File: src/hw/rtl/brf_pkg.sv
`timescale 1ns / 1ps

package brf_pkg;

  localparam int BPI = 8;
  localparam int MAX_READ = 32 * BPI;

  localparam logic [2:0] OP_WRITE  = 3'd0;
  localparam logic [2:0] OP_READ   = 3'd1;
  localparam logic [2:0] OP_PEEK   = 3'd2;
  localparam logic [2:0] OP_REMOVE = 3'd3;
  localparam logic [2:0] OP_CLEAR  = 3'd4;

  typedef struct packed {
    logic load;
    logic apply;
    logic wr_step;
    logic rd_step;
    logic put_data;
    logic put_final;
  } cmd_t;

  typedef struct packed {
    logic go_write;
    logic go_read;
    logic rem_one;
    logic rem_zero;
    logic chunk_full;
    logic out_free;
  } sts_t;

endpackage

File: src/hw/rtl/byte_ring_fifo.sv
`timescale 1ns / 1ps

// channel   dir  handshake            payload
// in        in   in_valid/in_stall    operation data_bytes length dest_room
// out       out  out_valid/out_stall  status out_bytes byte_count last used_count free_count
// cfg       in   cfg_we               cfg_data (capacity)
//
// one word at a time; a command is loaded, decided and answered, and a write also stores one byte per step
// a read or peek sets the ram address and then takes the data for each byte, and puts each result word: one ram port,
// one byte per access with a registered read
// rst is synchronous; a capacity write also empties the ring
// the next word is taken while the last result still waits in the output register

module byte_ring_fifo #(
  parameter int DEPTH = 256
) (
  input  logic        clk,
  input  logic        rst,
  input  logic        cfg_we,
  input  logic [8:0]  cfg_data,
  input  logic        in_valid,
  output logic        in_stall,
  input  logic [2:0]  operation,
  input  logic [63:0] data_bytes,
  input  logic [8:0]  length,
  input  logic [8:0]  dest_room,
  output logic        out_valid,
  input  logic        out_stall,
  output logic        status,
  output logic [63:0] out_bytes,
  output logic [3:0]  byte_count,
  output logic        last,
  output logic [8:0]  used_count,
  output logic [8:0]  free_count
);

  import brf_pkg::*;

  cmd_t cmd;
  sts_t sts;
  logic idle;

  assign in_stall = rst || !idle;

  brf_ctrl u_ctrl (
    .clk     (clk),
    .rst     (rst),
    .in_valid(in_valid),
    .sts     (sts),
    .cmd     (cmd),
    .idle    (idle)
  );

  brf_dp #(
    .DEPTH(DEPTH)
  ) u_dp (
    .clk       (clk),
    .rst       (rst),
    .cmd       (cmd),
    .sts       (sts),
    .cfg_we    (cfg_we),
    .cfg_data  (cfg_data),
    .operation (operation),
    .data_bytes(data_bytes),
    .length    (length),
    .dest_room (dest_room),
    .out_valid (out_valid),
    .out_stall (out_stall),
    .status    (status),
    .out_bytes (out_bytes),
    .byte_count(byte_count),
    .last      (last),
    .used_count(used_count),
    .free_count(free_count)
  );

  a_one_at_a_time: assert property (@(posedge clk) disable iff (rst)
    (in_valid && !in_stall) |=> in_stall)
    else $error("word accepted while busy");

  a_partial_is_success: assert property (@(posedge clk) disable iff (rst)
    (out_valid && !last) |-> (status == 1'b0 && byte_count == 4'(BPI)))
    else $error("non-final result not a full data word");

  a_empty_result: assert property (@(posedge clk) disable iff (rst)
    (out_valid && byte_count == 4'd0) |-> (out_bytes == 64'd0 && last))
    else $error("result without data carries bytes");

  a_counts_fit: assert property (@(posedge clk) disable iff (rst)
    out_valid |-> (32'(used_count) + 32'(free_count) <= DEPTH))
    else $error("fill and free exceed the store");

  a_single_put: assert property (@(posedge clk) disable iff (rst)
    !(cmd.put_data && cmd.put_final))
    else $error("two results loaded at once");

endmodule

File: src/hw/rtl/brf_ram.sv
`timescale 1ns / 1ps

module brf_ram #(
  parameter int WIDTH = 8,
  parameter int DEPTH = 256
) (
  input  logic                     clk,
  input  logic                     we,
  input  logic [$clog2(DEPTH)-1:0] waddr,
  input  logic [WIDTH-1:0]         wdata,
  input  logic [$clog2(DEPTH)-1:0] raddr,
  output logic [WIDTH-1:0]         rdata
);

  logic [WIDTH-1:0] mem [DEPTH];

  always_ff @(posedge clk) begin
    if (we) begin
      mem[waddr] <= wdata;
    end
    rdata <= mem[raddr];
  end

endmodule

File: src/hw/rtl/brf_ctrl.sv
`timescale 1ns / 1ps

module brf_ctrl (
  input  logic          clk,
  input  logic          rst,
  input  logic          in_valid,
  input  brf_pkg::sts_t sts,
  output brf_pkg::cmd_t cmd,
  output logic          idle
);

  import brf_pkg::*;

  localparam logic [2:0] S_IDLE   = 3'd0;
  localparam logic [2:0] S_DECIDE = 3'd1;
  localparam logic [2:0] S_WRITE  = 3'd2;
  localparam logic [2:0] S_RADDR  = 3'd3;
  localparam logic [2:0] S_RDATA  = 3'd4;
  localparam logic [2:0] S_PUT    = 3'd5;
  localparam logic [2:0] S_FINAL  = 3'd6;

  logic [2:0] state;
  logic [2:0] state_next;

  always_comb begin
    cmd        = '0;
    state_next = state;
    case (state)
      S_IDLE: begin
        if (in_valid) begin
          cmd.load   = 1'b1;
          state_next = S_DECIDE;
        end
      end
      S_DECIDE: begin
        cmd.apply = 1'b1;
        if (sts.go_write) begin
          state_next = S_WRITE;
        end else if (sts.go_read) begin
          state_next = S_RADDR;
        end else begin
          state_next = S_FINAL;
        end
      end
      S_WRITE: begin
        cmd.wr_step = 1'b1;
        if (sts.rem_one) begin
          state_next = S_FINAL;
        end
      end
      S_RADDR: begin
        state_next = S_RDATA;
      end
      S_RDATA: begin
        cmd.rd_step = 1'b1;
        if (sts.chunk_full || sts.rem_one) begin
          state_next = S_PUT;
        end else begin
          state_next = S_RADDR;
        end
      end
      S_PUT: begin
        if (sts.out_free) begin
          cmd.put_data = 1'b1;
          state_next   = sts.rem_zero ? S_IDLE : S_RADDR;
        end
      end
      S_FINAL: begin
        if (sts.out_free) begin
          cmd.put_final = 1'b1;
          state_next    = S_IDLE;
        end
      end
      default: begin
        state_next = S_IDLE;
      end
    endcase
  end

  always_ff @(posedge clk) begin
    if (rst) begin
      state <= S_IDLE;
    end else begin
      state <= state_next;
    end
  end

  assign idle = (state == S_IDLE);

endmodule

File: src/hw/rtl/brf_dp.sv
`timescale 1ns / 1ps

module brf_dp #(
  parameter int DEPTH = 256
) (
  input  logic          clk,
  input  logic          rst,
  input  brf_pkg::cmd_t cmd,
  output brf_pkg::sts_t sts,
  input  logic          cfg_we,
  input  logic [8:0]    cfg_data,
  input  logic [2:0]    operation,
  input  logic [63:0]   data_bytes,
  input  logic [8:0]    length,
  input  logic [8:0]    dest_room,
  output logic          out_valid,
  input  logic          out_stall,
  output logic          status,
  output logic [63:0]   out_bytes,
  output logic [3:0]    byte_count,
  output logic          last,
  output logic [8:0]    used_count,
  output logic [8:0]    free_count
);

  import brf_pkg::*;

  localparam int IW = $clog2(DEPTH);
  localparam int CW = $clog2(DEPTH + 1);
  localparam int SW = CW + 1;

  logic [8:0]    cap_reg;
  logic [CW-1:0] cap_eff;
  logic [IW-1:0] head;
  logic [IW-1:0] tail;
  logic [IW-1:0] rd_idx;
  logic [CW-1:0] fill;

  logic [2:0]  op;
  logic [63:0] data;
  logic [8:0]  len;
  logic [8:0]  room;
  logic [8:0]  rem;
  logic        refuse_r;
  logic [63:0] word;
  logic [3:0]  nbytes;

  logic          refuse;
  logic [SW-1:0] head_sum;
  logic [IW-1:0] head_adv;
  logic [7:0]    rdata;

  function automatic logic [IW-1:0] wrap_inc(input logic [IW-1:0] p, input logic [CW-1:0] c);
    logic [SW-1:0] s;
    s = SW'(p) + SW'(1);
    wrap_inc = (s == SW'(c)) ? '0 : IW'(s);
  endfunction

  always_comb begin
    if (cap_reg == 9'd0) begin
      cap_eff = CW'(1);
    end else if (32'(cap_reg) > DEPTH) begin
      cap_eff = CW'(DEPTH);
    end else begin
      cap_eff = CW'(cap_reg);
    end
  end

  always_comb begin
    case (op)
      OP_WRITE:  refuse = (32'(len) > BPI) || (32'(len) > 32'(cap_eff - fill));
      OP_READ,
      OP_PEEK:   refuse = (32'(len) > 32'(fill)) || (room < len) || (32'(len) > MAX_READ);
      OP_REMOVE,
      OP_CLEAR:  refuse = 1'b0;
      default:   refuse = 1'b1;
    endcase
  end

  // len never exceeds the fill here, so one subtract brings it back in range
  assign head_sum = SW'(head) + SW'(len);
  assign head_adv = (head_sum >= SW'(cap_eff)) ? IW'(head_sum - SW'(cap_eff)) : IW'(head_sum);

  assign sts.go_write   = !refuse && (op == OP_WRITE) && (len != 9'd0);
  assign sts.go_read    = !refuse && ((op == OP_READ) || (op == OP_PEEK)) && (len != 9'd0);
  assign sts.rem_one    = (rem == 9'd1);
  assign sts.rem_zero   = (rem == 9'd0);
  assign sts.chunk_full = (nbytes == 4'(BPI - 1));
  assign sts.out_free   = !out_valid || !out_stall;

  brf_ram #(
    .WIDTH(8),
    .DEPTH(DEPTH)
  ) u_ram (
    .clk  (clk),
    .we   (cmd.wr_step),
    .waddr(tail),
    .wdata(data[7:0]),
    .raddr(rd_idx),
    .rdata(rdata)
  );

  // ring pointers and fill
  always_ff @(posedge clk) begin
    if (rst) begin
      cap_reg <= 9'd256;
      head    <= '0;
      tail    <= '0;
      fill    <= '0;
    end else if (cfg_we) begin
      cap_reg <= cfg_data;
      head    <= '0;
      tail    <= '0;
      fill    <= '0;
    end else if (cmd.apply && !refuse) begin
      case (op)
        OP_READ: begin
          head <= head_adv;
          fill <= fill - CW'(len);
        end
        OP_REMOVE: begin
          if (32'(len) > 32'(fill)) begin
            head <= '0;
            tail <= '0;
            fill <= '0;
          end else begin
            head <= head_adv;
            fill <= fill - CW'(len);
          end
        end
        OP_CLEAR: begin
          head <= '0;
          tail <= '0;
          fill <= '0;
        end
        default: begin
        end
      endcase
    end else if (cmd.wr_step) begin
      tail <= wrap_inc(tail, cap_eff);
      fill <= fill + CW'(1);
    end
  end

  // working registers of the current word
  always_ff @(posedge clk) begin
    if (cmd.load) begin
      op   <= operation;
      data <= data_bytes;
      len  <= length;
      room <= dest_room;
    end
    if (cmd.apply) begin
      refuse_r <= refuse;
      rem      <= len;
      rd_idx   <= head;
      word     <= '0;
      nbytes   <= '0;
    end
    if (cmd.wr_step) begin
      data <= data >> 8;
      rem  <= rem - 9'd1;
    end
    if (cmd.rd_step) begin
      word[{nbytes[2:0], 3'b000} +: 8] <= rdata;
      nbytes <= nbytes + 4'd1;
      rem    <= rem - 9'd1;
      rd_idx <= wrap_inc(rd_idx, cap_eff);
    end
    if (cmd.put_data) begin
      word   <= '0;
      nbytes <= '0;
    end
  end

  // output register
  always_ff @(posedge clk) begin
    if (rst) begin
      out_valid <= 1'b0;
    end else if (cmd.put_data || cmd.put_final) begin
      out_valid <= 1'b1;
    end else if (!out_stall) begin
      out_valid <= 1'b0;
    end
  end

  always_ff @(posedge clk) begin
    if (cmd.put_data) begin
      status     <= 1'b0;
      out_bytes  <= word;
      byte_count <= nbytes;
      last       <= (rem == 9'd0);
      used_count <= 9'(fill);
      free_count <= 9'(cap_eff - fill);
    end else if (cmd.put_final) begin
      status     <= refuse_r;
      out_bytes  <= '0;
      byte_count <= '0;
      last       <= 1'b1;
      used_count <= 9'(fill);
      free_count <= 9'(cap_eff - fill);
    end
  end

endmodule
File: config.mk
export PLATFORM = sky130hd
export DESIGN_NAME = byte_ring_fifo
export DESIGN_NICKNAME = d
export VERILOG_FILES = /design/src/hw/rtl/brf_pkg.sv /design/src/hw/rtl/byte_ring_fifo.sv /design/src/hw/rtl/brf_ram.sv /design/src/hw/rtl/brf_ctrl.sv /design/src/hw/rtl/brf_dp.sv
export SDC_FILE = /design/constraint.sdc
export NUM_CORES = 2
export LEC_CHECK = 0
export BUFFER_PORTS_ARGS = -buffer_cell sky130_fd_sc_hd__buf_2
export CORE_ASPECT_RATIO = 2
export CORE_UTILIZATION = 60
export CTS_CLUSTER_SIZE = 25
export DETAILED_ROUTE_END_ITERATION = 7
export GPL_ROUTABILITY_DRIVEN = 0
export PLACE_DENSITY = 0.82
export SLEW_MARGIN = 20
export SYNTH_ARGS = -nofsm -noshare
export SYNTH_HDL_FRONTEND = slang
export SYNTH_SLANG_ARGS = --single-unit
File: constraint.sdc
create_clock -name clk -period 6.75 [get_ports clk]
set_input_delay 1.35 -clock clk [delete_from_list [all_inputs] [get_ports clk]]
set_output_delay 1.35 -clock clk [all_outputs]
set_load 0.005 [all_outputs]
==> impl_metrics.tcl <==
set metrics [dict create \
    dr.pass1.iters 8 \
    netSwitchingFraction 0.3084 \
    grt_max_degree 233 \
    pwr-share-clk 0.269 \
    arrival_ns 6.00 \
    startpoint_type "register" \
    overflow 0 \
    max_flop_register "u_dp.u_ram.mem" \
    cts_max_level 4 \
    synth_nets 4968 \
    hold_viol_final 0 \
    yosys_warnings 0 \
    hold_path_class "reg2reg" \
    async_flop_share 0 \
    cts_buffers 185 \
    end_kind "register" \
    fin_area_um2 102500 \
    crit_fanout 18 \
    finalNonFillerCells 7177 \
    vias 49960 \
    first_iter_violations 6127 \
    drc 2 \
    largest_register_ffs 2048 \
    cts_tree "built" \
    worstPathCellList "nor2_1, a31oi_1, nor2_1, inv_1, ha_1, fa_1, inv_1, a21oi_1, maj3_1, nor2_1, o21ai_0, nand2b_1, xnor2_1, ha_1, a21o_1, a211oi_1, o31a_1, nor4bb_1, or4_4, nand4b_1, o21ai_0" \
    clock_skew_ns 0.03645 \
    drive_gt1_frac 0.2324 \
    min_period_ns 5.253 \
    synth_flop_cell "edfxtp_1" \
    routed_wl_um 252700 \
    drv_slew 0 \
    initial_utilization 0.6052 \
    rsz0062_at_grt "no" \
    setup_tns_ns 0 \
    power.density_nw_per_um2 390.0 \
    clockRootBuffer "clkbuf_16" \
    holdWs_ns 0.4549 \
    clock_path_buffers 4 \
    grt_pass1_vias 51020 \
    areaGrowthSynthToFinish_pct 9.635 \
    p_leak_nw 32.31 \
    die_area_um2 157400 \
    power_switching_mw 12.32 \
    totalPowerFinal_mw 39.95 \
    cts_setup_buffers 0 \
    grt_pass1_wl_um 358900 \
    pwr-share-comb 0.267 \
    dpl_cell_area_um2 96570 \
    num_io_pins 189 \
    fill_cells 8890 \
    dpl.cell_count 6840 \
    cp_slowest_cell "or4_4" \
    fmax_mhz 190.4 \
    syn_area_um2 93450 \
    cp_top_family "simple AND/OR/NAND/NOR gates" \
    final_cell_mix "2230 x edfxtp_1, 640 x mux4_2, 362 x nand2_1, 331 x nor2_1" \
    drv_cap 0 \
    tightest_slew_ns 1.428 \
    p_int_mw 27.63 \
    clk_latency_ns 0.84 \
    fin_crit_sh 0.7782 \
    violations "design-rule violations" \
    clk_pin_slew_worst_paths_ns 0.07 \
    io_buffers 188 \
    slew_headroom 0.04784 \
    cp.required_ns 7.50 \
    wl_per_cell_um 35.21 \
    rows 204 \
    hpwlAfterDp_um 143800 \
    synth_area_per_cell_um2 19.45 \
    vias_per_cell 6.962 \
    crit_type "reg2reg" \
    outcome "complete, but fails checks" \
    nets 5138 \
    synthDistinctLibCells 79 \
    ys_seq_area_frac 0.7429 \
    track_usage 0.3242 \
    ir_drop_mv 0.4757 \
    core-area_um2 154400 \
    seqPwrFrac 0.464 \
    die_w_um 281.1 \
    slowest_delay_ns 0.63 \
    synth_edf_count 2230 \
    cp.buffers_inverters 2 \
    crit_top_cell "nor2_1" \
    cts_hold_buf 0 \
    ys_ff_latch 2353 \
    drtAntennaViolNets 0 \
    die_h_um 560.1 \
    syn_inst 4804 \
    final_common_cell "edfxtp_1" \
    finalSetupViolCount 0 \
    cts.sinks 2353 \
    post_cts_resized 0 \
    antenna_found_initial 12 \
]
[final timing paths]
check             startpoint       endpoint  slack, ns  depth (start not counted)
max          u_dp.cap_reg[1]   u_dp.head[1]       1.50                         21
min            u_dp.data[57]  u_dp.data[57]       0.45                          2
max reg2reg  u_dp.cap_reg[1]   u_dp.head[1]       1.50                         21
min reg2reg    u_dp.data[57]  u_dp.data[57]       0.45                          2
[kinds of logic after synthesis]
family / after synthesis / synth area share
fa+ha+maj: 67 / 0.009238
buf+inv: 339 / 0.01583
simple gates: 986 / 0.04594
compound gates: 338 / 0.02381
mux: 661 / 0.1565
flops: 2353 / 0.7429
xor+xnor: 60 / 0.005770
[power groups by stage]
| stage | Sequential [mW] | Clock [mW] | Combinational (mW) |
|---|---|---|---|
| after detailed placement | 18.8 | 0 | 10.1 |
| after global placement | 18.8 | 0 | 9.80 |
| after global routing | 18.6 | 11.2 | 11.0 |
| after floorplan | 19.7 | 0 | 5.87 |
| final | 18.5 | 10.7 | 10.7 |
| after CTS | 18.5 | 10.8 | 10.4 |
[Yosys cell counts, drive strengths merged, types with 19 or more instances]
master     n  area (um^2)
edfxtp  2230        66960
mux4     640        14410
nand2    365         1370
nor2     334         1254
clkbuf   170        648.1
a21oi    126        630.6
dfxtp    123         2462
nand3    116        585.6
buf      105        590.6
and2      73        456.7
inv       63        236.5
ha        61        763.2
o21ai     43        219.0
a22oi     42        320.3
xnor2     41        359.1
nor3      20        100.1
mux2i     19        190.2
[worst register-to-register path: stages (launching register included)]
cell and delay, ns:
dfxtp_1 0.34, nor2_1 0.20, a31oi_1 0.11, nor2_1 0.35, inv_1 0.09, ha_1 0.22
fa_1 0.43, inv_1 0.08, a21oi_1 0.07, maj3_1 0.39, nor2_1 0.10, o21ai_0 0.08
nand2b_1 0.12, xnor2_1 0.16, ha_1 0.29, a21o_1 0.16, a211oi_1 0.25, o31a_1 0.17
nor4bb_1 0.07, or4_4 0.63, nand4b_1 0.54, o21ai_0 0.31
[per-stage QoR]
stage | utilization | worst slack, ns
2_1_floorplan | - | 1.040
3_3_place_gp | 0.6253 | 1.641
3_5_place_dp | 0.6253 | 1.567
4_1_cts | 0.6622 | 1.541
5_1_grt | 0.6634 | 1.157
6_report | 0.6635 | 1.497
[cell type report]
| cell class | count | area (um^2) | area share |
|---|---|---|---|
| Timing Repair Buffer | 258 | 1844 | 0.01800 |
| Antenna cell | 9 | 22.52 | 0.0002198 |
| Clock buffer | 231 | 4876 | 0.04759 |
| Tap cell | 2060 | 2577 | 0.02516 |
| Sequential cell | 2353 | 69430 | 0.6776 |
| Multi-Input combinational cell | 2112 | 22660 | 0.2211 |
| Clock inverter | 90 | 813.3 | 0.007938 |
| Inverter | 64 | 240.2 | 0.002345 |
[metal layers]
metal | GRT usage | routed length, um | share of wire | vias to the layer above
li1 | - | - | - | 19640
met1 | 0.3431 | 74510 | 0.29 | 25280
met2 | 0.5590 | 131500 | 0.52 | 3972
met3 | 0.05838 | 21270 | 0.084 | 1071
met4 | 0.2702 | 25340 | 0.10 | 4
met5 | 0 | 24 | 0.000095 | -
Note: power is estimated with default switching activity, not from simulation.
